===== src/rtl/bld_pkg.sv =====
`timescale 1ns / 1ps

package bld_pkg;

  localparam int DEPTH     = 16;
  localparam int WORD_BITS = 32;
  localparam int CNT_W     = $clog2(DEPTH + 1);
  localparam int IDX_W     = (DEPTH > 1) ? $clog2(DEPTH) : 1;

  localparam logic [2:0] REQ_APPEND    = 3'd0;
  localparam logic [2:0] REQ_PREPEND   = 3'd1;
  localparam logic [2:0] REQ_DEL_LAST  = 3'd2;
  localparam logic [2:0] REQ_DEL_FIRST = 3'd3;
  localparam logic [2:0] REQ_DEL_ALL   = 3'd4;
  localparam logic [2:0] REQ_DUMP      = 3'd5;

  localparam logic [1:0] ST_OK    = 2'd0;
  localparam logic [1:0] ST_FULL  = 2'd1;
  localparam logic [1:0] ST_EMPTY = 2'd2;

  typedef enum logic [2:0] {
    S_IDLE,
    S_DEC,
    S_RD,
    S_WR,
    S_HEAD,
    S_TRIM,
    S_FIN
  } state_t;

  typedef enum logic [3:0] {
    DP_NONE,
    DP_APPEND,
    DP_DEC_CNT,
    DP_SET_CNT_WR,
    DP_HEAD,
    DP_INIT_PREP,
    DP_INIT_DELF,
    DP_INIT_SCAN,
    DP_READ,
    DP_MV_UP,
    DP_MV_DN,
    DP_FILTER,
    DP_EMIT,
    DP_FIN
  } dp_op_t;

  typedef struct packed {
    logic       load_req;
    dp_op_t     op;
    logic [1:0] st;
  } dp_cmd_t;

  typedef struct packed {
    logic [2:0] req;
    logic       cnt_zero;
    logic       cnt_one;
    logic       cnt_full;
    logic       rd_ptr_zero;
    logic       rd_last;
    logic       out_free;
  } dp_stat_t;

endpackage


===== src/rtl/bounded_list_deque_engine.sv =====
`timescale 1ns / 1ps

// bounded ordered list of up to DEPTH words, driven by request items
// input channel: in_valid / in_stall with in_req_type and in_item_value;
//   an item is taken when in_valid is high and in_stall low
// result channel: out_valid / out_stall with status, entry total, entry word
//   and a last flag; every request gives one result, a dump one per entry
// the block works on one request at a time; in_stall is high from the
//   cycle after acceptance until the last result is in the output register
// append, delete last, unused codes, full or empty cases, prepend
//   onto an empty list and delete first of a single entry go from
//   decode straight to the final result; other prepends and delete
//   firsts read and write back each entry moved, then write the head
//   or trim the count; delete all reads each entry and packs the kept
//   ones; a dump reads and emits each entry, all through the single
//   registered read port of the entry store
// the output register lets a new request be taken while a result waits;
//   a stalled receiver holds the result and the walk waits on it
// reset (rst_n low, synchronous) empties the list and drops any result;
//   the entry store itself is not cleared, only counted entries are read

module bounded_list_deque_engine
  import bld_pkg::*;
(
  input  logic                 clk,
  input  logic                 rst_n,
  input  logic                 in_valid,
  output logic                 in_stall,
  input  logic [2:0]           in_req_type,
  input  logic [WORD_BITS-1:0] in_item_value,
  output logic                 out_valid,
  input  logic                 out_stall,
  output logic [1:0]           out_status,
  output logic [CNT_W-1:0]     out_entry_total,
  output logic [WORD_BITS-1:0] out_entry_word,
  output logic                 out_last_result
);

  dp_cmd_t  cmd;
  dp_stat_t stat;

  bld_ctrl u_ctrl (
    .clk      (clk),
    .rst_n    (rst_n),
    .in_valid (in_valid),
    .in_stall (in_stall),
    .stat     (stat),
    .cmd      (cmd)
  );

  bld_datapath u_dp (
    .clk             (clk),
    .rst_n           (rst_n),
    .cmd             (cmd),
    .stat            (stat),
    .in_req_type     (in_req_type),
    .in_item_value   (in_item_value),
    .out_valid       (out_valid),
    .out_stall       (out_stall),
    .out_status      (out_status),
    .out_entry_total (out_entry_total),
    .out_entry_word  (out_entry_word),
    .out_last_result (out_last_result)
  );

endmodule


===== src/rtl/bld_ctrl.sv =====
`timescale 1ns / 1ps

module bld_ctrl
  import bld_pkg::*;
(
  input  logic     clk,
  input  logic     rst_n,
  input  logic     in_valid,
  output logic     in_stall,
  input  dp_stat_t stat,
  output dp_cmd_t  cmd
);

  state_t     state_r, state_nxt;
  logic [1:0] st_r, st_nxt;

  always_ff @(posedge clk) begin
    if (!rst_n) begin
      state_r <= S_IDLE;
      st_r    <= ST_OK;
    end else begin
      state_r <= state_nxt;
      st_r    <= st_nxt;
    end
  end

  // next state
  always_comb begin
    state_nxt = state_r;
    st_nxt    = st_r;
    case (state_r)
      S_IDLE: begin
        if (in_valid) state_nxt = S_DEC;
      end
      S_DEC: begin
        st_nxt    = ST_OK;
        state_nxt = S_FIN;
        case (stat.req)
          REQ_APPEND: begin
            if (stat.cnt_full) st_nxt = ST_FULL;
          end
          REQ_PREPEND: begin
            if (stat.cnt_full) st_nxt = ST_FULL;
            else if (!stat.cnt_zero) state_nxt = S_RD;
          end
          REQ_DEL_LAST: begin
            if (stat.cnt_zero) st_nxt = ST_EMPTY;
          end
          REQ_DEL_FIRST: begin
            if (stat.cnt_zero) st_nxt = ST_EMPTY;
            else if (!stat.cnt_one) state_nxt = S_RD;
          end
          REQ_DEL_ALL, REQ_DUMP: begin
            if (stat.cnt_zero) st_nxt = ST_EMPTY;
            else state_nxt = S_RD;
          end
          default: ;
        endcase
      end
      S_RD: state_nxt = S_WR;
      S_WR: begin
        case (stat.req)
          REQ_PREPEND: state_nxt = stat.rd_ptr_zero ? S_HEAD : S_RD;
          REQ_DEL_FIRST, REQ_DEL_ALL: state_nxt = stat.rd_last ? S_TRIM : S_RD;
          REQ_DUMP: begin
            if (stat.out_free) state_nxt = stat.rd_last ? S_IDLE : S_RD;
          end
          default: state_nxt = S_FIN;
        endcase
      end
      S_HEAD: state_nxt = S_FIN;
      S_TRIM: state_nxt = S_FIN;
      S_FIN: begin
        if (stat.out_free) state_nxt = S_IDLE;
      end
      default: state_nxt = S_IDLE;
    endcase
  end

  // outputs
  always_comb begin
    cmd.load_req = 1'b0;
    cmd.op       = DP_NONE;
    cmd.st       = st_r;
    in_stall     = (state_r != S_IDLE);
    case (state_r)
      S_IDLE: cmd.load_req = in_valid;
      S_DEC: begin
        case (stat.req)
          REQ_APPEND: begin
            if (!stat.cnt_full) cmd.op = DP_APPEND;
          end
          REQ_PREPEND: begin
            if (!stat.cnt_full) cmd.op = stat.cnt_zero ? DP_HEAD : DP_INIT_PREP;
          end
          REQ_DEL_LAST: begin
            if (!stat.cnt_zero) cmd.op = DP_DEC_CNT;
          end
          REQ_DEL_FIRST: begin
            if (!stat.cnt_zero) cmd.op = stat.cnt_one ? DP_DEC_CNT : DP_INIT_DELF;
          end
          REQ_DEL_ALL, REQ_DUMP: begin
            if (!stat.cnt_zero) cmd.op = DP_INIT_SCAN;
          end
          default: ;
        endcase
      end
      S_RD: cmd.op = DP_READ;
      S_WR: begin
        case (stat.req)
          REQ_PREPEND:   cmd.op = DP_MV_UP;
          REQ_DEL_FIRST: cmd.op = DP_MV_DN;
          REQ_DEL_ALL:   cmd.op = DP_FILTER;
          REQ_DUMP: begin
            if (stat.out_free) cmd.op = DP_EMIT;
          end
          default: ;
        endcase
      end
      S_HEAD: cmd.op = DP_HEAD;
      S_TRIM: cmd.op = (stat.req == REQ_DEL_ALL) ? DP_SET_CNT_WR : DP_DEC_CNT;
      S_FIN: begin
        if (stat.out_free) cmd.op = DP_FIN;
      end
      default: ;
    endcase
  end

  // a new item is taken only from idle, and work starts the cycle after
  a_accept_decode: assert property (@(posedge clk) disable iff (!rst_n)
    (in_valid && !in_stall) |=> (state_r == S_DEC))
    else $error("accepted item not decoded");

  // a dump of a non-empty list leaves through the walk, never through the final-result state
  a_dump_no_fin: assert property (@(posedge clk) disable iff (!rst_n)
    (state_r == S_FIN && stat.req == REQ_DUMP) |-> (st_r == ST_EMPTY))
    else $error("dump of a non-empty list reached final state");

  a_head_not_full: assert property (@(posedge clk) disable iff (!rst_n)
    (state_r == S_HEAD) |-> !stat.cnt_full)
    else $error("prepend head write on a full list");

endmodule


===== src/rtl/bld_datapath.sv =====
`timescale 1ns / 1ps

module bld_datapath
  import bld_pkg::*;
(
  input  logic                 clk,
  input  logic                 rst_n,
  input  dp_cmd_t              cmd,
  output dp_stat_t             stat,
  input  logic [2:0]           in_req_type,
  input  logic [WORD_BITS-1:0] in_item_value,
  output logic                 out_valid,
  input  logic                 out_stall,
  output logic [1:0]           out_status,
  output logic [CNT_W-1:0]     out_entry_total,
  output logic [WORD_BITS-1:0] out_entry_word,
  output logic                 out_last_result
);

  logic [WORD_BITS-1:0] mem [DEPTH];
  logic [WORD_BITS-1:0] rd_data_r;

  logic [2:0]           req_r;
  logic [WORD_BITS-1:0] val_r;
  logic [CNT_W-1:0]     cnt_r, cnt_nxt;
  logic [IDX_W-1:0]     rd_ptr_r, rd_ptr_nxt;
  logic [CNT_W-1:0]     wr_ptr_r, wr_ptr_nxt;

  logic                 out_valid_r;
  logic [1:0]           out_status_r;
  logic [CNT_W-1:0]     out_total_r;
  logic [WORD_BITS-1:0] out_word_r;
  logic                 out_last_r;

  logic                 wr_en;
  logic [IDX_W-1:0]     wr_addr;
  logic [WORD_BITS-1:0] wr_data;
  logic [CNT_W-1:0]     rd_ptr_ext;
  logic                 out_free;
  logic                 out_load;

  assign rd_ptr_ext = CNT_W'(rd_ptr_r);
  assign out_free   = !out_valid_r || !out_stall;
  assign out_load   = (cmd.op == DP_EMIT) || (cmd.op == DP_FIN);

  assign stat.req         = req_r;
  assign stat.cnt_zero    = (cnt_r == '0);
  assign stat.cnt_one     = (cnt_r == CNT_W'(1));
  assign stat.cnt_full    = (cnt_r >= CNT_W'(DEPTH));
  assign stat.rd_ptr_zero = (rd_ptr_r == '0);
  assign stat.rd_last     = (rd_ptr_ext + CNT_W'(1) == cnt_r);
  assign stat.out_free    = out_free;

  always_comb begin
    cnt_nxt    = cnt_r;
    rd_ptr_nxt = rd_ptr_r;
    wr_ptr_nxt = wr_ptr_r;
    wr_en      = 1'b0;
    wr_addr    = cnt_r[IDX_W-1:0];
    wr_data    = val_r;
    case (cmd.op)
      DP_APPEND: begin
        wr_en   = 1'b1;
        cnt_nxt = cnt_r + CNT_W'(1);
      end
      DP_DEC_CNT:    cnt_nxt = cnt_r - CNT_W'(1);
      DP_SET_CNT_WR: cnt_nxt = wr_ptr_r;
      DP_HEAD: begin
        wr_en   = 1'b1;
        wr_addr = '0;
        cnt_nxt = cnt_r + CNT_W'(1);
      end
      DP_INIT_PREP: rd_ptr_nxt = IDX_W'(cnt_r - CNT_W'(1));
      DP_INIT_DELF: rd_ptr_nxt = IDX_W'(1);
      DP_INIT_SCAN: begin
        rd_ptr_nxt = '0;
        wr_ptr_nxt = '0;
      end
      DP_MV_UP: begin
        wr_en      = 1'b1;
        wr_addr    = rd_ptr_r + IDX_W'(1);
        wr_data    = rd_data_r;
        rd_ptr_nxt = rd_ptr_r - IDX_W'(1);
      end
      DP_MV_DN: begin
        wr_en      = 1'b1;
        wr_addr    = rd_ptr_r - IDX_W'(1);
        wr_data    = rd_data_r;
        rd_ptr_nxt = rd_ptr_r + IDX_W'(1);
      end
      DP_FILTER: begin
        // keep entries that differ from the match word, packed from the front
        if (rd_data_r != val_r) begin
          wr_en      = 1'b1;
          wr_addr    = wr_ptr_r[IDX_W-1:0];
          wr_data    = rd_data_r;
          wr_ptr_nxt = wr_ptr_r + CNT_W'(1);
        end
        rd_ptr_nxt = rd_ptr_r + IDX_W'(1);
      end
      DP_EMIT: rd_ptr_nxt = rd_ptr_r + IDX_W'(1);
      default: ;
    endcase
  end

  always_ff @(posedge clk) begin
    if (wr_en) mem[wr_addr] <= wr_data;
    if (cmd.op == DP_READ) rd_data_r <= mem[rd_ptr_r];
  end

  always_ff @(posedge clk) begin
    if (cmd.load_req) begin
      req_r <= in_req_type;
      val_r <= in_item_value;
    end
    rd_ptr_r <= rd_ptr_nxt;
    wr_ptr_r <= wr_ptr_nxt;
  end

  always_ff @(posedge clk) begin
    if (!rst_n) begin
      cnt_r       <= '0;
      out_valid_r <= 1'b0;
    end else begin
      cnt_r <= cnt_nxt;
      if (out_load) out_valid_r <= 1'b1;
      else if (!out_stall) out_valid_r <= 1'b0;
    end
  end

  always_ff @(posedge clk) begin
    if (out_load) begin
      out_total_r <= cnt_r;
      if (cmd.op == DP_EMIT) begin
        out_status_r <= ST_OK;
        out_word_r   <= rd_data_r;
        out_last_r   <= stat.rd_last;
      end else begin
        out_status_r <= cmd.st;
        out_word_r   <= '0;
        out_last_r   <= 1'b1;
      end
    end
  end

  assign out_valid       = out_valid_r;
  assign out_status      = out_status_r;
  assign out_entry_total = out_total_r;
  assign out_entry_word  = out_word_r;
  assign out_last_result = out_last_r;

  a_cnt_bound: assert property (@(posedge clk) disable iff (!rst_n)
    cnt_r <= CNT_W'(DEPTH))
    else $error("entry count above depth");

  a_load_free: assert property (@(posedge clk) disable iff (!rst_n)
    out_load |-> out_free)
    else $error("output register overwritten while held");

  a_append_room: assert property (@(posedge clk) disable iff (!rst_n)
    (cmd.op == DP_APPEND) |=> (cnt_r == $past(cnt_r) + CNT_W'(1)))
    else $error("append did not grow the list");

endmodule

===== config.mk =====
export PLATFORM = sky130hd
export DESIGN_NAME = bounded_list_deque_engine
export DESIGN_NICKNAME = d
export VERILOG_FILES = /design/src/rtl/bld_pkg.sv /design/src/rtl/bounded_list_deque_engine.sv /design/src/rtl/bld_ctrl.sv /design/src/rtl/bld_datapath.sv
export SDC_FILE = /design/constraint.sdc
export NUM_CORES = 1
export LEC_CHECK = 0
export BUFFER_PORTS_ARGS = -buffer_cell sky130_fd_sc_hd__clkbuf_2
export CORE_MARGIN = 2
export CORE_UTILIZATION = 61
export DETAILED_ROUTE_END_ITERATION = 8
export GPL_ROUTABILITY_DRIVEN = 1
export PLACE_DENSITY = 0.78
export SYNTH_ARGS = -nofsm -noshare
export SYNTH_HDL_FRONTEND = slang
export SYNTH_SLANG_ARGS = --single-unit

===== constraint.sdc =====
create_clock -name clk -period 6.1 [get_ports clk]
set_input_delay 0.305 -clock clk [delete_from_list [all_inputs] [get_ports clk]]
set_output_delay 0.305 -clock clk [all_outputs]
set_load 0.02 [all_outputs]

# Word level (Yosys, flattened, before mapping)

Memories as Yosys holds them, arrays and structs flattened. A register that Yosys moved wholly into a read port is not among the register bits.
Index checks and enable logic that the tools add are counted.

$add $sub $neg: 6
$mul: 0
Div/mod/pow operators: 0
Magnitude comparators: 1
Equal/unequal tests: 32
Shifts and indexed selects: 0
Mux-type cells: 44
Bitwise logic cells: 0
Reductions and logical operators: 23

Operators with widths:

| cell                                                                   | count |
|---|---|
| 32-bit one-hot mux with 2 select lines                                 | 1 |
| 4-bit one-hot mux with 5 select lines                                  | 2 |
| 3-bit two-way mux                                                      | 11 |
| 32-bit two-way mux                                                     | 1 |
| 32-bit != test                                                         | 1 |
| 4-bit one-hot mux with 4 select lines                                  | 2 |
| 4-bit equality test (second input constant)                            | 6 |
| 4-bit one-hot mux with 6 select lines                                  | 1 |
| 4-bit two-way mux                                                      | 5 |
| 3-bit one-hot mux with 3 select lines                                  | 2 |
| 3-bit one-hot mux with 6 select lines                                  | 1 |
| 4-bit by 3-bit equality test with 1-bit output (second input constant) | 4 |
| 3-bit equality test (second input constant)                            | 5 |
| 5-bit one-hot mux with 3 select lines                                  | 1 |
| 3-bit by 2-bit equality test with 1-bit output (second input constant) | 4 |
| 2-bit OR reduction                                                     | 6 |
| 5-bit by 1-bit adder with 5-bit output (second input constant)         | 2 |
| 1-bit two-way mux                                                      | 10 |
| 5-bit one-hot mux with 2 select lines                                  | 1 |
| 4-bit by 2-bit equality test with 1-bit output (second input constant) | 2 |
| 4-bit OR reduction                                                     | 2 |
| 3-bit by 1-bit equality test with 1-bit output (second input constant) | 2 |
| 3-bit logical NOT                                                      | 2 |
| 2-bit two-way mux                                                      | 3 |
| 24 further kinds                                                       | 29 |

Flip-flop bits (word level): 95
Latch bits: 0
Bits in writable memories: 512
Memory bits (read-only): 0
Bits of input ports: 39
Output and inout port bits: 42
Memories: 1

Memory list:

| memory   | words | width | read ports | clocked after memory_dff | wr ports | RTL line           | source |
|---|---|---|---|---|---|---|---|
| u_dp.mem | 16    | 32    | 1          | 1                        | 1        | bld_datapath.sv:20 | `logic [WORD_BITS-1:0] mem [DEPTH];` |

# Longest topological paths before layout

Gate-level depths: netlist of run 1.

Depth after elaboration: 10
Mapped depth: 12
Depth with buffers taken out: 10

# Hierarchy

Synthesis of run 1 repeated with hierarchy kept, for this count alone.

Cell total of the unflattened synthesis: 1,245
Area, all modules: 25,645.8 um^2

By module, submodules not included:

| module       | instances | cells each | area an instance (um^2) |
|---|---|---|---|
| bld_datapath | 1         | 1,152      | 24,992.7 |
| bld_ctrl     | 1         | 93         | 653.1 |

# Worst setup path after synthesis of run 1

No wires, ideal clock.

Path type: register to register
Start: register u_dp.cnt_r[0]
End: memory u_dp.mem[14][0], enable pin
Setup time: 421 ps
Arrival time: 4,005 ps
Path slack: 1,674 ps
Stages on the path, launching flop included: 11
Buffers on the path: 0
Clock period less this slack: 4,426 ps
Cell sequence: dfxtp_1 inv_1 ha_1 or4b_4 o2111a_2 nor3_4 nor2_2 a211oi_4 o32ai_2 nand3b_4 nor2_1

Longest elaborated chain between the ends: 10

RTL lines:

| element                                                                                    | RTL line            | source |
|---|---|---|
| start, declared                                                                            | bld_datapath.sv:25  | `logic [CNT_W-1:0] cnt_r, cnt_nxt;` |
| start signal, assigned                                                                     | bld_datapath.sv:125 | `cnt_r <= cnt_nxt;` |
| parallel branches: the longest is 10 deep, another holds 5-bit greater-or-equal comparator | n/a                 |  |
| end, declared                                                                              | bld_datapath.sv:20  |  |

Several ways; the timed one is not identified.

# Worst setup path in the final report of run 1

Start: register u_dp.cnt_r[0]
End: memory u_dp.mem[2][23], enable pin

The elaborated chain is that of the path after synthesis.

==> Implementation_results.wiki, run 1 <==
{| class="wikitable"
! Metric !! Value
|-
| RR Startpoint || u_dp.cnt_r[0]$_SDFFE_PN0P_
|-
| Chain of cells forming the critical path || inv_1, ha_1, or4b_4, a2bb2oi_1, o211ai_1, or2_2, a211oi_4, buf_4, o311a_2, nand3_2, nor2_4, buf_4
|-
| Overall overflow remaining after global route || 0
|-
| Final weighted congestion in routability-driven placement || between 0.8 and 0.9
|-
| Largest delay share family, worst path || simple AND/OR/NAND/NOR gates
|-
| Headroom to the max-slew limit || 0.2305
|-
| Post-route design area || between 20000 and 30000 µm²
|-
| First-pass detailed-route iteration total || 5
|-
| Setup bufs post-CTS || 0
|-
| Unrepaired setup endpoints after global routing || no
|-
| Area inside the core boundary || ~42000 µm²
|-
| Net switching power || between 2 and 3 mW
|-
| Shortest clock period the worst path allows after layout || 5.044 ns
|-
| Part of the total power dissipated in sequential elements || 0.501
|-
| Fraction of registers with async set or reset after synthesis || 0
|-
| Synth cell types || between 70 and 80
|-
| Transition time at the pin with the least slew margin || 1.154 ns
|-
| Most frequent cell on the critical path || buf_4
|-
| Synthesized-area fraction occupied by xor and xnor cells || 0.01536
|-
| Mean routed wirelength per cell || 29.41 µm
|-
| Post-route clock period utilization || 0.8269
|-
| YS warnings || 0
|-
| Prevailing post-synth register cell || edfxtp_1
|-
| CP max-delay cell || nor2_4
|-
| Hold slack final || about 0.17 ns
|-
| Initial standard-cell utilization of the core || 0.6144
|-
| Maximum cell stage delay along the critical path || around 0.56 ns
|-
| Crit path DAT || about 5.3 ns
|-
| Largest fanout on the critical path || 33
|-
| Die height || ~210 µm
|-
| CP bufs+invs || 3
|-
| Placed instance area || roughly 27000 µm²
|-
| I/O Pins || around 80
|-
| Avg Inst Size Synth || around 21 µm²
|-
| Proportion of power drawn by combinational gates || 0.163
|-
| Cell area power density || approximately 380 nW/µm²
|-
| Number of maximum-capacitance violations || 0
|-
| CTS clock-pin slew for the worst setup and hold paths || approximately 0.06 ns
|-
| Clock network fraction of design power || 0.336
|-
| Clock net sink count || between 600 and 700
|-
| Worst EP required || between 6 and 7 ns
|-
| Internal Power || ~8.2 mW
|-
| Clock tree from TritonCTS || done
|-
| Peak supply drop || 0.2599 mV
|-
| Outcome || completed
|-
| Number of synthesized flops with an enable pin || between 600 and 700
|-
| Capture instance of the worst register-to-register path || u_dp.mem[2][23]$_DFFE_PP_
|-
| Deepest clock path buffer count || 3
|-
| All-Layer GR Usage || 0.2725
|-
| Number of buffers created by CTS || 60
|-
| Hold Path Sink || u_ctrl.state_r[0]$_SDFFE_PN0P_
|-
| Share of the yosys chip area belonging to registers || 0.7437
|-
| Synthesized netlist net count || roughly 1300
|-
| Clk_lat worst skew || 0.63 ns
|-
| Worst hold path stage count || 5
|-
| Fin. max-slew vios || 0
|-
| H-tree depth reported by CTS || 2
|-
| Worst reg-to-reg setup slack || about 1.1 ns
|-
| Dominant combinational cell family by area after synthesis || multiplexers
|-
| Synth Instances || 1242
|-
| Post-DP HPWL || 33.76 mm
|-
| Area grow syn2layout || 13.72%
|-
| Worst setup slack after placement || 1.108 ns
|-
| Endpoint class of the critical path || flop
|-
| Combined flip-flop and latch cell area || ~19000 µm²
|-
| Post-synthesis simple-gate area fraction || 0.04165
|-
| Worst setup skew after layout || around 0.022 ns
|-
| Area of the mapped netlist || ~26000 µm²
|-
| Crit start category || flop
|-
| Hold buffer count at cts || 37
|-
| Critical Setup Path Class || reg -> reg
|-
| Post-cts resize count || 0
|-
| Depth of the most critical reg-to-reg path || 12
|-
| Fraction of final layout cells sized beyond drive strength 1 || 0.3034
|-
| Reported leakage power || 9.407 nW
|-
| Worst hold path startpoint || in_valid
|-
| Post-layout worst setup margin || roughly 1.1 ns
|-
| Max Freq || between 150 and 200 MHz
|-
| Final count of negative-setup-slack endpoints || 0
|-
| Number of global-route vias before repair || between 10000 and 15000
|-
| Global-route wire length before repair || approximately 86 mm
|-
| Horizontal die dimension || 209.1 µm
|-
| Row count || 75
|-
| Number of routed nets with antenna violations || 0
|-
| Number of antenna violations at the first check in global routing || 1
|-
| Area fraction in compound gates after synthesis || 0.02658
|-
| Number of buffers added on ports || 80
|-
| Final Net Count || 1435
|-
| Via count || 12960
|-
| Cell chosen for the clock root || clkbuf_16
|-
| Total Routed Length || 58.14 mm
|-
| Die Footprint || ~44000 µm²
|-
| Largest net degree at the start of global routing || 123
|-
| Post-synthesis adder-cell area fraction || 0.003414
|-
| Number of fill cells || around 2400
|-
| Via/cell ratio || about 6.6
|-
| Combined area of the multi-input logic cells || ~6400 µm²
|-
| Mux cell area share after synthesis || 0.1565
|-
| Drt initial violations || between 1000 and 1500
|-
| Number of flip-flops and latches in the synthesized netlist || approximately 640
|-
| Total DRC errors in the routed layout || 0
|-
| Switching share of power || 0.2658
|-
| Sum of negative setup slack || 0 ns
|-
| Class of the tightest hold or removal check || in -> reg
|-
| Hold Vio Cnt, Final || 0
|}
## metrics by stage
stage | std cells | power, mW | util
after floorplan | 1242 | 6.799 | -
after global placement | 1829 | 7.378 | 0.6426
after detailed placement | 1829 | 7.431 | 0.6426
after CTS | 1976 | 11.18 | 0.6986
after global routing | 1976 | 11.47 | 0.6986
final | 1977 | 11.15 | 0.6986
## worst max path at each step
stage	from	endpoint	cells past startpoint	slack [ns]
CTS	u_dp.cnt_r[0]$_SDFFE_PN0P_	u_dp.mem[2][19]$_DFFE_PP_	12	1.07
global route	u_dp.cnt_r[0]$_SDFFE_PN0P_	u_dp.mem[2][24]$_DFFE_PP_	12	0.78
global placement	u_dp.cnt_r[0]$_SDFFE_PN0P_	u_dp.mem[2][9]$_DFFE_PP_	12	1.30
finish	u_dp.cnt_r[0]$_SDFFE_PN0P_	u_dp.mem[2][23]$_DFFE_PP_	12	1.06
detailed placement	u_dp.cnt_r[0]$_SDFFE_PN0P_	u_dp.mem[2][20]$_DFFE_PP_	12	1.11
floorplan	u_dp.cnt_r[0]$_SDFFE_PN0P_	u_dp.mem[14][0]$_DFFE_PP_	10	1.67
## cell usage after synthesis, drive strengths merged (5+ instances only)
library cell	count	share of area
edfxtp	628	0.74
nor3	10	0.0024
nand3	15	0.0035
clkbuf	37	0.0054
mux2i	5	0.0020
nand4	6	0.0015
and2	37	0.0090
buf	25	0.0056
a221oi	5	0.0017
mux2	32	0.014
nor2	45	0.0068
nand2b	10	0.0027
xor2	35	0.012
o21ai	14	0.0032
nand2	27	0.0040
o31ai	5	0.0015
mux4	160	0.14
nor2b	6	0.0015
a21oi	13	0.0025
nor4	12	0.0029
and3	5	0.0012
inv	12	0.0018
dfxtp	11	0.0086
xnor2	10	0.0034
ha	7	0.0034
## kinds of logic after synthesis
logic type / count (synthesis)
flops: 639
mux: 197
simple gates: 192
compound gates: 87
buf+inv: 75
xor+xnor: 45
fa+ha+maj: 7
## cells in the final DEF, fill, tap and decap left out, drive strengths merged, types with 5 or more instances in the layout
master and count:
a21oi 13, a221oi 5, and2 37, and3 5
buf 30, bufinv 8, clkbuf 150, clkinv 26
dfxtp 11, dlygate4sd3 37, edfxtp 628, ha 7
inv 15, mux2 32, mux2i 5, mux4 160
nand2 27, nand2b 10, nand3 15, nand4 6
nor2 45, nor2b 6, nor3 10, nor4 12
o21ai 14, o31ai 5, xnor2 10, xor2 35
## metal layers
layer  track usage  routed length [µm]  up-vias
met5             0                   0        -
met4       0.08695                1649        0
met3       0.04118                4257      102
met2        0.4529               29530      638
met1        0.3801               22700     6784
li1              -                   -     5431
## power by group through the flow
stage / combinational (mW) / clock (mW) / sequential [mW]
2_1_floorplan: 1.21 / 0 / 5.58
3_3_place_gp: 1.73 / 0 / 5.65
3_5_place_dp: 1.77 / 0 / 5.66
4_1_cts: 1.81 / 3.79 / 5.58
5_1_grt: 1.93 / 3.93 / 5.61
6_report: 1.82 / 3.75 / 5.58
## state kept, by name (all words and copies together) (netlist names), 3 cells and up
name,cells
u_dp.wr_ptr_r,5
u_dp.out_entry_total,5
u_ctrl.state_r,3
u_dp.cnt_r,5
u_dp.out_entry_word,32
u_dp.val_r,32
u_dp.rd_ptr_r,4
u_dp.rd_data_r,32
u_dp.req_r,3
u_dp.mem,512
## tightest hold or removal path: stages
cell	delay [ns]
clkbuf_2	0.09
nor2_1	0.09
o21a_1	0.12
o22a_1	0.12
nor2_1	0.03
## cell type report
type                       instances  area share
sequential                       639      0.6539
multi-input combinational        528      0.2192
clock buffer                      70     0.05348
timing repair buffer             147     0.03457
tap                              539     0.02312
clock inverter                    40     0.01398
inverter                          13    0.001673
antenna                            1  0.00008577
Power figures use the tool's default switching activity.
==> run 2: changes to the inputs <==
- ABC_AREA: unset -> 1
- clock period: 6.1 -> 5.2 ns (I/O delays scaled with it)
==> run 2 against run 1 <==
  * Flip-flop and latch count is the same
  * Clock skew grew 0.0021 ns
  * Via count rose by 37%
  * Critical path type unchanged
  * Largest power group unchanged
==> Implementation_results.wiki, run 2 <==
{| class="wikitable"
! Metric !! Value
|-
| Deepest clock path buffer count || 3
|-
| Post-route clock period utilization || 0.7385
|-
| Post-route total power || 14.60 mW
|-
| Class of the tightest hold or removal check || in -> reg
|-
| Clock tree from TritonCTS || done
|-
| Sum of negative setup slack || 0 ns
|-
| Number of fill cells || approximately 2600
|-
| Die height || between 200 and 250 µm
|-
| Reported leakage power || 10.05 nW
|-
| Worst setup slack after placement || between 1 and 1.5 ns
|-
| Unrepaired setup endpoints after global routing || no
|-
| First-pass detailed-route iteration total || 6
|-
| Fraction of registers with async set or reset after synthesis || 0
|-
| Horizontal die dimension || 210.9 µm
|-
| Cell area power density || 494.7 nW/µm²
|-
| Crit start category || flop
|-
| Hold Vio Cnt, Final || 0
|-
| Total Routed Length || 68.00 mm
|-
| Cell chosen for the clock root || clkbuf_16
|-
| Number of antenna violations at the first check in global routing || 1
|-
| Via/cell ratio || ~6.5
|-
| Clock network fraction of design power || 0.296
|-
| Synth top cells by count || 628 x edfxtp_1, 344 x nor2_1, 269 x o21ai_0, 197 x nand2_1, 101 x clkbuf_1
|-
| Transition time at the pin with the least slew margin || between 1 and 1.5 ns
|-
| Cell types occupying the most area after synthesis || edfxtp_1 72%, o21ai_0 5.2%, nor2_1 4.9%
|-
| Mean routed wirelength per cell || approximately 25 µm
|-
| Number of routed nets with antenna violations || 0
|-
| CTS clock-pin slew for the worst setup and hold paths || roughly 0.070 ns
|-
| Critical Setup Path Class || reg -> reg
|-
| Worst EP required || approximately 5.4 ns
|-
| Final weighted congestion in routability-driven placement || 0.9222
|-
| Final Net Count || between 2000 and 2500
|-
| Number of flip-flops under the largest register name || about 510
|-
| Headroom to the max-slew limit || 0.1225
|-
| Shortest clock period the worst path allows after layout || 3.840 ns
|-
| Worst reg-to-reg setup slack || between 1 and 1.5 ns
|-
| Largest fanout on the critical path || 64
|-
| Most instantiated library cell after synthesis || edfxtp_1
|-
| Fin. max-slew vios || 0
|-
| Fraction of final layout cells sized beyond drive strength 1 || 0.1300
|-
| Most used cells in the layout excluding fill and tap cells || 628 x edfxtp_1, 326 x nor2_1, 269 x o21ai_0
|-
| Die Footprint || between 40000 and 50000 µm²
|-
| Via count || between 15000 and 20000
|-
| Post-layout worst setup margin || between 1 and 1.5 ns
|-
| Internal Power || approximately 10 mW
|-
| Clock net sink count || 639
|-
| Peak supply drop || 0.3021 mV
|-
| Max Freq || between 200 and 300 MHz
|-
| Hold Path Sink || u_ctrl.state_r[1]$_SDFFE_PN0P_
|-
| Number of global-route vias before repair || roughly 17000
|-
| Cell accounting for the most synthesized area || edfxtp_1
|-
| Switching share of power || 0.3182
|-
| Outcome || completed
|-
| Net switching power || 4.647 mW
|-
| All-Layer GR Usage || 0.3065
|-
| I/O Pins || slightly above 80
|-
| Number of flip-flops and latches in the synthesized netlist || approximately 640
|-
| RR Startpoint || u_dp.cnt_r[0]$_SDFFE_PN0P_
|-
| Initial standard-cell utilization of the core || 0.6198
|-
| Endpoint class of the critical path || flop
|-
| Number of buffers added on ports || 80
|-
| Number of maximum-capacitance violations || 0
|-
| Hold slack final || roughly 0.092 ns
|-
| Crit path DAT || 4.08 ns
|-
| H-tree depth reported by CTS || 2
|-
| Synth cell types || 36
|-
| Overall overflow remaining after global route || 0
|-
| Proportion of power drawn by combinational gates || 0.224
|-
| Share of Yosys cell area claimed by the top area cell type || 0.7221
|-
| Global-route wire length before repair || 101.2 mm
|-
| Worst hold path stage count || 5
|-
| Setup bufs post-CTS || 0
|-
| Largest net degree at the start of global routing || 218
|-
| Worst setup skew after layout || about 0.025 ns
|-
| Avg Inst Size Synth || between 10 and 15 µm²
|-
| Depth of the most critical reg-to-reg path || 15
|-
| Row count || 75
|-
| YS warnings || 0
|-
| Worst hold path startpoint || in_valid
|-
| Capture instance of the worst register-to-register path || u_dp.mem[12][1]$_DFFE_PP_
|-
| Clk_lat worst skew || 0.64 ns
|-
| Synthesized netlist net count || around 2100
|-
| Prevailing post-synth register cell || edfxtp_1
|-
| Area inside the core boundary || between 40000 and 50000 µm²
|-
| Largest Register || u_dp.mem
|-
| Drt initial violations || around 2600
|-
| Area of the mapped netlist || 26120 µm²
|-
| Post-DP HPWL || about 36 mm
|-
| Share of the yosys chip area belonging to registers || 0.7305
|-
| Area grow syn2layout || 13.03%
|-
| Commonest non-fill, non-tap cell in the layout || edfxtp_1
|-
| Total DRC errors in the routed layout || 0
|-
| Number of synthesized flops with an enable pin || 628
|-
| Final count of negative-setup-slack endpoints || 0
|-
| Number of buffers created by CTS || 60
|-
| Synth Instances || between 2000 and 2500
|-
| Part of the total power dissipated in sequential elements || 0.479
|}
-- run 2: worst max-delay path: stages (launching register included) --
cell,delay [ns]
dfxtp_1,0.42
inv_1,0.26
ha_1,0.25
inv_1,0.05
nand2_1,0.05
nand3_1,0.07
nand2_1,0.09
nand3_1,0.08
nand2_2,0.09
nand3_1,0.19
nor2_4,0.21
nand2_2,0.09
nand2_2,0.09
buf_4,0.60
nand2_1,0.09
o21ai_1,0.71
-- run 2: how the worst max path moves through the flow --
stage                               startpoint                    endpoint  slack [ns]  cells past startpoint
detailed placement  u_dp.cnt_r[0]$_SDFFE_PN0P_   u_dp.mem[4][20]$_DFFE_PP_        1.50                     14
global placement    u_dp.cnt_r[0]$_SDFFE_PN0P_  u_dp.mem[12][16]$_DFFE_PP_        1.55                     18
global route        u_dp.cnt_r[0]$_SDFFE_PN0P_   u_dp.mem[12][4]$_DFFE_PP_        1.06                     14
floorplan           u_dp.rd_ptr_r[0]$_DFFE_PP_    u_dp.mem[8][0]$_DFFE_PP_        1.18                     14
CTS                 u_dp.cnt_r[0]$_SDFFE_PN0P_  u_dp.mem[12][20]$_DFFE_PP_        1.42                     14
finish              u_dp.cnt_r[0]$_SDFFE_PN0P_   u_dp.mem[12][1]$_DFFE_PP_        1.36                     15
-- run 2: metrics by stage --
step                      instance area (µm²)  std cells  utilization
after floorplan                         26120       2053            -
after global placement                  27220       2587       0.6461
after detailed placement                27220       2587       0.6461
after CTS                               29520       2732       0.7005
after global routing                    29520       2732       0.7005
final                                   29520       2733       0.7006
-- run 2: kinds of logic (layout without fill, tap and decap cells) --
group	count (synthesis)	in the layout	share of synthesized area
other	0	1	0
AOI/OAI and AO/OA	493	493	0.1154
and+or+nand+nor	663	663	0.1072
buffers and inverters	224	364	0.03445
xor gates and xnor gates	27	27	0.009055
DFF	639	639	0.7305
adders and majority gates	7	7	0.003354
-- run 2: area by class of cell --
cell class | count | area [µm²] | share of cell area
Sequential cell | 639 | 19080 | 0.6463
Timing Repair Buffer | 148 | 1151 | 0.03900
Clock inverter | 37 | 365.4 | 0.01238
Clock buffer | 72 | 1568 | 0.05311
Multi-Input combinational cell | 1190 | 6272 | 0.2125
Tap cell | 539 | 674.4 | 0.02285
Antenna cell | 1 | 2.502 | 0.00008477
Inverter | 107 | 406.6 | 0.01378
-- run 2: metal layers --
| layer | GRT usage | vias up | part of all wire |
|---|---|---|---|
| li1 | - | 7711 | - |
| met1 | 0.4219 | 8498 | 0.37 |
| met2 | 0.4768 | 1305 | 0.46 |
| met3 | 0.06304 | 206 | 0.13 |
| met4 | 0.1408 | 0 | 0.039 |
| met5 | 0.002225 | - | 0 |
-- run 2: what timing repair did --
action | CTS | global route
gates resized for setup | 0 | 0
hold buffers | 36 | 0
endpoints found under the hold margin | 40 | 0
setup endpoints to repair | 0 | 0
-- run 2: power by group through the flow --
stage | clock network (mW) | registers (mW) | logic, mW
2_1_floorplan | 0 | 7.04 | 2.04
3_3_place_gp | 0 | 7.07 | 3.05
3_5_place_dp | 0 | 7.08 | 3.16
4_1_cts | 4.34 | 6.99 | 3.20
5_1_grt | 4.52 | 7.04 | 3.54
6_report | 4.33 | 7.00 | 3.27
==> run 3: changes to the inputs <==
- CORE_UTILIZATION: 61 -> 56
- PLACE_DENSITY: 0.78 -> 0.76
- clock period: 5.2 -> 3.4 ns (I/O delays scaled with it)
==> run 3 against run 2 <==
  * Non-clock buffer count up 41
  * Largest cell class unchanged
  * Core utilization fell by 4.9 points
  * Routed wire length shrank 1.5%
  * Worst setup slack worse by 1.2 ns
  * Maximum frequency grew 17%
  * Sequential share of layout area decreased by 1.4 points
  * Power rose by 58%
  * Flip-flop and latch count stayed put
  * Register-to-register slack lost 1.2 ns
  * Sequential power is 51% higher
==> Implementation_results.wiki, run 3 (same netlist as run 2, synthesis figures left out) <==
{| class="wikitable"
! Metric !! Value
|-
| Outcome || completed
|-
| Fin. max-slew vios || 0
|-
| Internal Power || 15.78 mW
|-
| Final standard cell utilization of the core || 0.6518
|-
| Busiest metal layer after global routing || met2
|-
| Post-route clock period utilization || 0.9660
|-
| Drt initial violations || approximately 2700
|-
| Crit start category || flop
|-
| Worst hold path startpoint || out_stall
|-
| Die height || 220.0 µm
|-
| Deepest clock path buffer count || 3
|-
| Capture instance of the worst register-to-register path || u_dp.mem[3][7]$_DFFE_PP_
|-
| GR Layer Usage met1 || 0.3843
|-
| Max Freq || a little over 300 MHz
|-
| Endpoint class of the critical path || flop
|-
| Largest net degree at the start of global routing || 154
|-
| Global-route wire length before repair || 100.2 mm
|-
| Via count || around 18000
|-
| Overall overflow remaining after global route || 0
|-
| CP bufs+invs || 2
|-
| Clock net sink count || 639
|-
| Number of buffers created by CTS || 60
|-
| Beginning of the critical path || u_dp.rd_data_r[8]$_DFFE_PN_
|-
| Final count of negative-setup-slack endpoints || 0
|-
| Number of antenna violations at the first check in global routing || 3
|-
| Worst hold path stage count || 5
|-
| Clk_lat worst skew || between 0.6 and 0.7 ns
|-
| RR Startpoint || u_dp.rd_data_r[8]$_DFFE_PN_
|-
| Cell count after placement || between 2000 and 3000
|-
| Most frequent cell on the critical path || nand2_1
|-
| Number of routed nets with antenna violations || 0
|-
| Commonest non-fill, non-tap cell in the layout || edfxtp_1
|-
| Cell area power density || about 770 nW/µm²
|-
| Post-DP HPWL || roughly 40 mm
|-
| Cell chosen for the clock root || clkbuf_16
|-
| Total DRC errors in the routed layout || 0
|-
| CTS clock-pin slew for the worst setup and hold paths || 0.06 ns
|-
| Transition time at the pin with the least slew margin || approximately 1.1 ns
|-
| Fraction of final layout cells sized beyond drive strength 1 || 0.1519
|-
| Critical Setup Path Class || reg -> reg
|-
| # diodes || 0
|-
| Placed instance area || 27690 µm²
|-
| I/O Pins || between 80 and 90
|-
| Switching share of power || 0.3177
|-
| Worst reg-to-reg setup slack || roughly 0.12 ns
|-
| Crit path DAT || 3.58 ns
|-
| Row count || roughly 80
|-
| Sum of negative setup slack || 0 ns
|-
| Part of the total power dissipated in sequential elements || 0.459
|-
| Depth of the most critical reg-to-reg path || 14
|-
| Area inside the core boundary || about 46000 µm²
|-
| Headroom to the max-slew limit || 0.2474
|-
| Hold slack final || ~0.025 ns
|-
| Net switching power || between 7 and 8 mW
|-
| Total Routed Length || 66.97 mm
|-
| Worst setup skew after layout || between 0.02 and 0.025 ns
|-
| Die Footprint || between 40000 and 50000 µm²
|-
| Post-route design area || ~30000 µm²
|-
| Shortest clock period the worst path allows after layout || 3.284 ns
|-
| Horizontal die dimension || 220.0 µm
|-
| Initial standard-cell utilization of the core || 0.5645
|-
| H-tree depth reported by CTS || 2
|-
| Peak supply drop || about 0.57 mV
|-
| Post-layout worst setup margin || roughly 0.12 ns
|-
| Class of the tightest hold or removal check || in -> reg
|-
| Largest Register || u_dp.mem
|-
| Largest delay share family, worst path || simple AND/OR/NAND/NOR gates
|-
| Clock tree from TritonCTS || done
|-
| Largest fanout on the critical path || 16
|-
| Post-route total power || between 20 and 25 mW
|-
| Number of buffers added on ports || 80
|-
| Reported leakage power || 10.35 nW
|-
| Maximum cell stage delay along the critical path || about 0.43 ns
|-
| Worst EP required || ~3.7 ns
|-
| Non-filler instance count after layout || around 2800
|-
| Hold Vio Cnt, Final || 0
|-
| Chain of cells forming the critical path || xnor2_1, nand2_1, nor2_1, nand2_1, nor2_2, nand2_1, inv_1, nand2_2, nand2_1, nand2_2, nand2_2, nand3_1, nor2_4, buf_4
|-
| Mean routed wirelength per cell || around 24 µm
|-
| Number of maximum-capacitance violations || 0
|-
| Met3 routing resource usage after global routing || 0.04348
|-
| Proportion of power drawn by combinational gates || 0.238
|-
| CP max-delay cell || edfxtp_1
|-
| First-pass detailed-route iteration total || 6
|-
| Final weighted congestion in routability-driven placement || between 0.9 and 1
|-
| GR Layer Usage met2 || 0.4438
|-
| Area grow syn2layout || 15.45%
|-
| All-Layer GR Usage || 0.2774
|-
| Final Net Count || roughly 2200
|-
| Most used cells in the layout excluding fill and tap cells || 628 x edfxtp_1, 325 x nor2_1, 269 x o21ai_0
|-
| Worst setup slack after placement || -0.03631 ns
|-
| Via/cell ratio || between 6 and 7
|-
| Clock network fraction of design power || 0.302
|-
| Unrepaired setup endpoints after global routing || no
|-
| Number of flip-flops under the largest register name || around 510
|-
| Hold Path Sink || u_ctrl.state_r[1]$_SDFFE_PN0P_
|-
| Number of global-route vias before repair || approximately 17000
|}
## run 3: changes by cell type in the layout (fill, tap and decap cells not counted), moves of 5 or more
| cell | change |
|---|---|
| clkinv_1 | -7 |
| bufinv_16 | +5 |
| clkinv_2 | +5 |
| buf_4 | +33 |
| buf_12 | +7 |
## run 3: power groups by stage
stage / Combinational (mW) / Sequential (mW) / Clock (mW)
after floorplan: 3.18 / 10.7 / 0
after global placement: 5.17 / 10.7 / 0
after detailed placement: 5.31 / 10.8 / 0
after CTS: 5.40 / 10.6 / 7.05
after global routing: 5.93 / 10.7 / 7.34
final: 5.51 / 10.6 / 6.99
## run 3: worst max-delay path by stage
stage,end,slack (ns),cells past startpoint
after floorplan,u_dp.mem[6][0]$_DFFE_PP_,-0.52,13
after global placement,u_dp.mem[15][29]$_DFFE_PP_,0.07,13
after detailed placement,u_dp.mem[13][22]$_DFFE_PP_,-0.04,13
after CTS,u_dp.mem[13][22]$_DFFE_PP_,0.07,13
after global routing,u_dp.mem[3][11]$_DFFE_PP_,0.10,14
final,u_dp.mem[3][7]$_DFFE_PP_,0.12,14
## run 3: area by class of cell
class,instances,area (µm²)
Fill cell,3151,16110
Multi-Input combinational cell,1190,6291
Inverter,107,406.6
Tap cell,607,759.5
Clock buffer,71,1543
Clock inverter,42,523.0
Sequential cell,639,19080
Timing Repair Buffer,189,1549
## run 3: routing by layer
layer	wire (µm)	part of all wire	vias to the layer above
met5	23	0.00034	-
met4	2352	0.035	4
met3	6993	0.10	161
met2	31580	0.47	1191
met1	26020	0.39	8583
li1	-	-	7785
## run 3: what timing repair did
| item | CTS | global route |
|---|---|---|
| hold endpoints to repair | 45 | 0 |
| resized for setup | 1 | 4 |
| hold buffers | 37 | 0 |
| buffers inserted | 0 | 1 |
| setup endpoints to repair | 80 | 193 |
| pin swaps | 0 | 1 |
## run 3: worst reg2reg max path, stage by stage (launching register included)
cell and delay [ns]:
edfxtp_1 0.43, xnor2_1 0.31, nand2_1 0.17, nor2_1 0.16, nand2_1 0.11, nor2_2 0.27
nand2_1 0.22, inv_1 0.11, nand2_2 0.08, nand2_1 0.10, nand2_2 0.09, nand2_2 0.13
nand3_1 0.26, nor2_4 0.17, buf_4 0.31
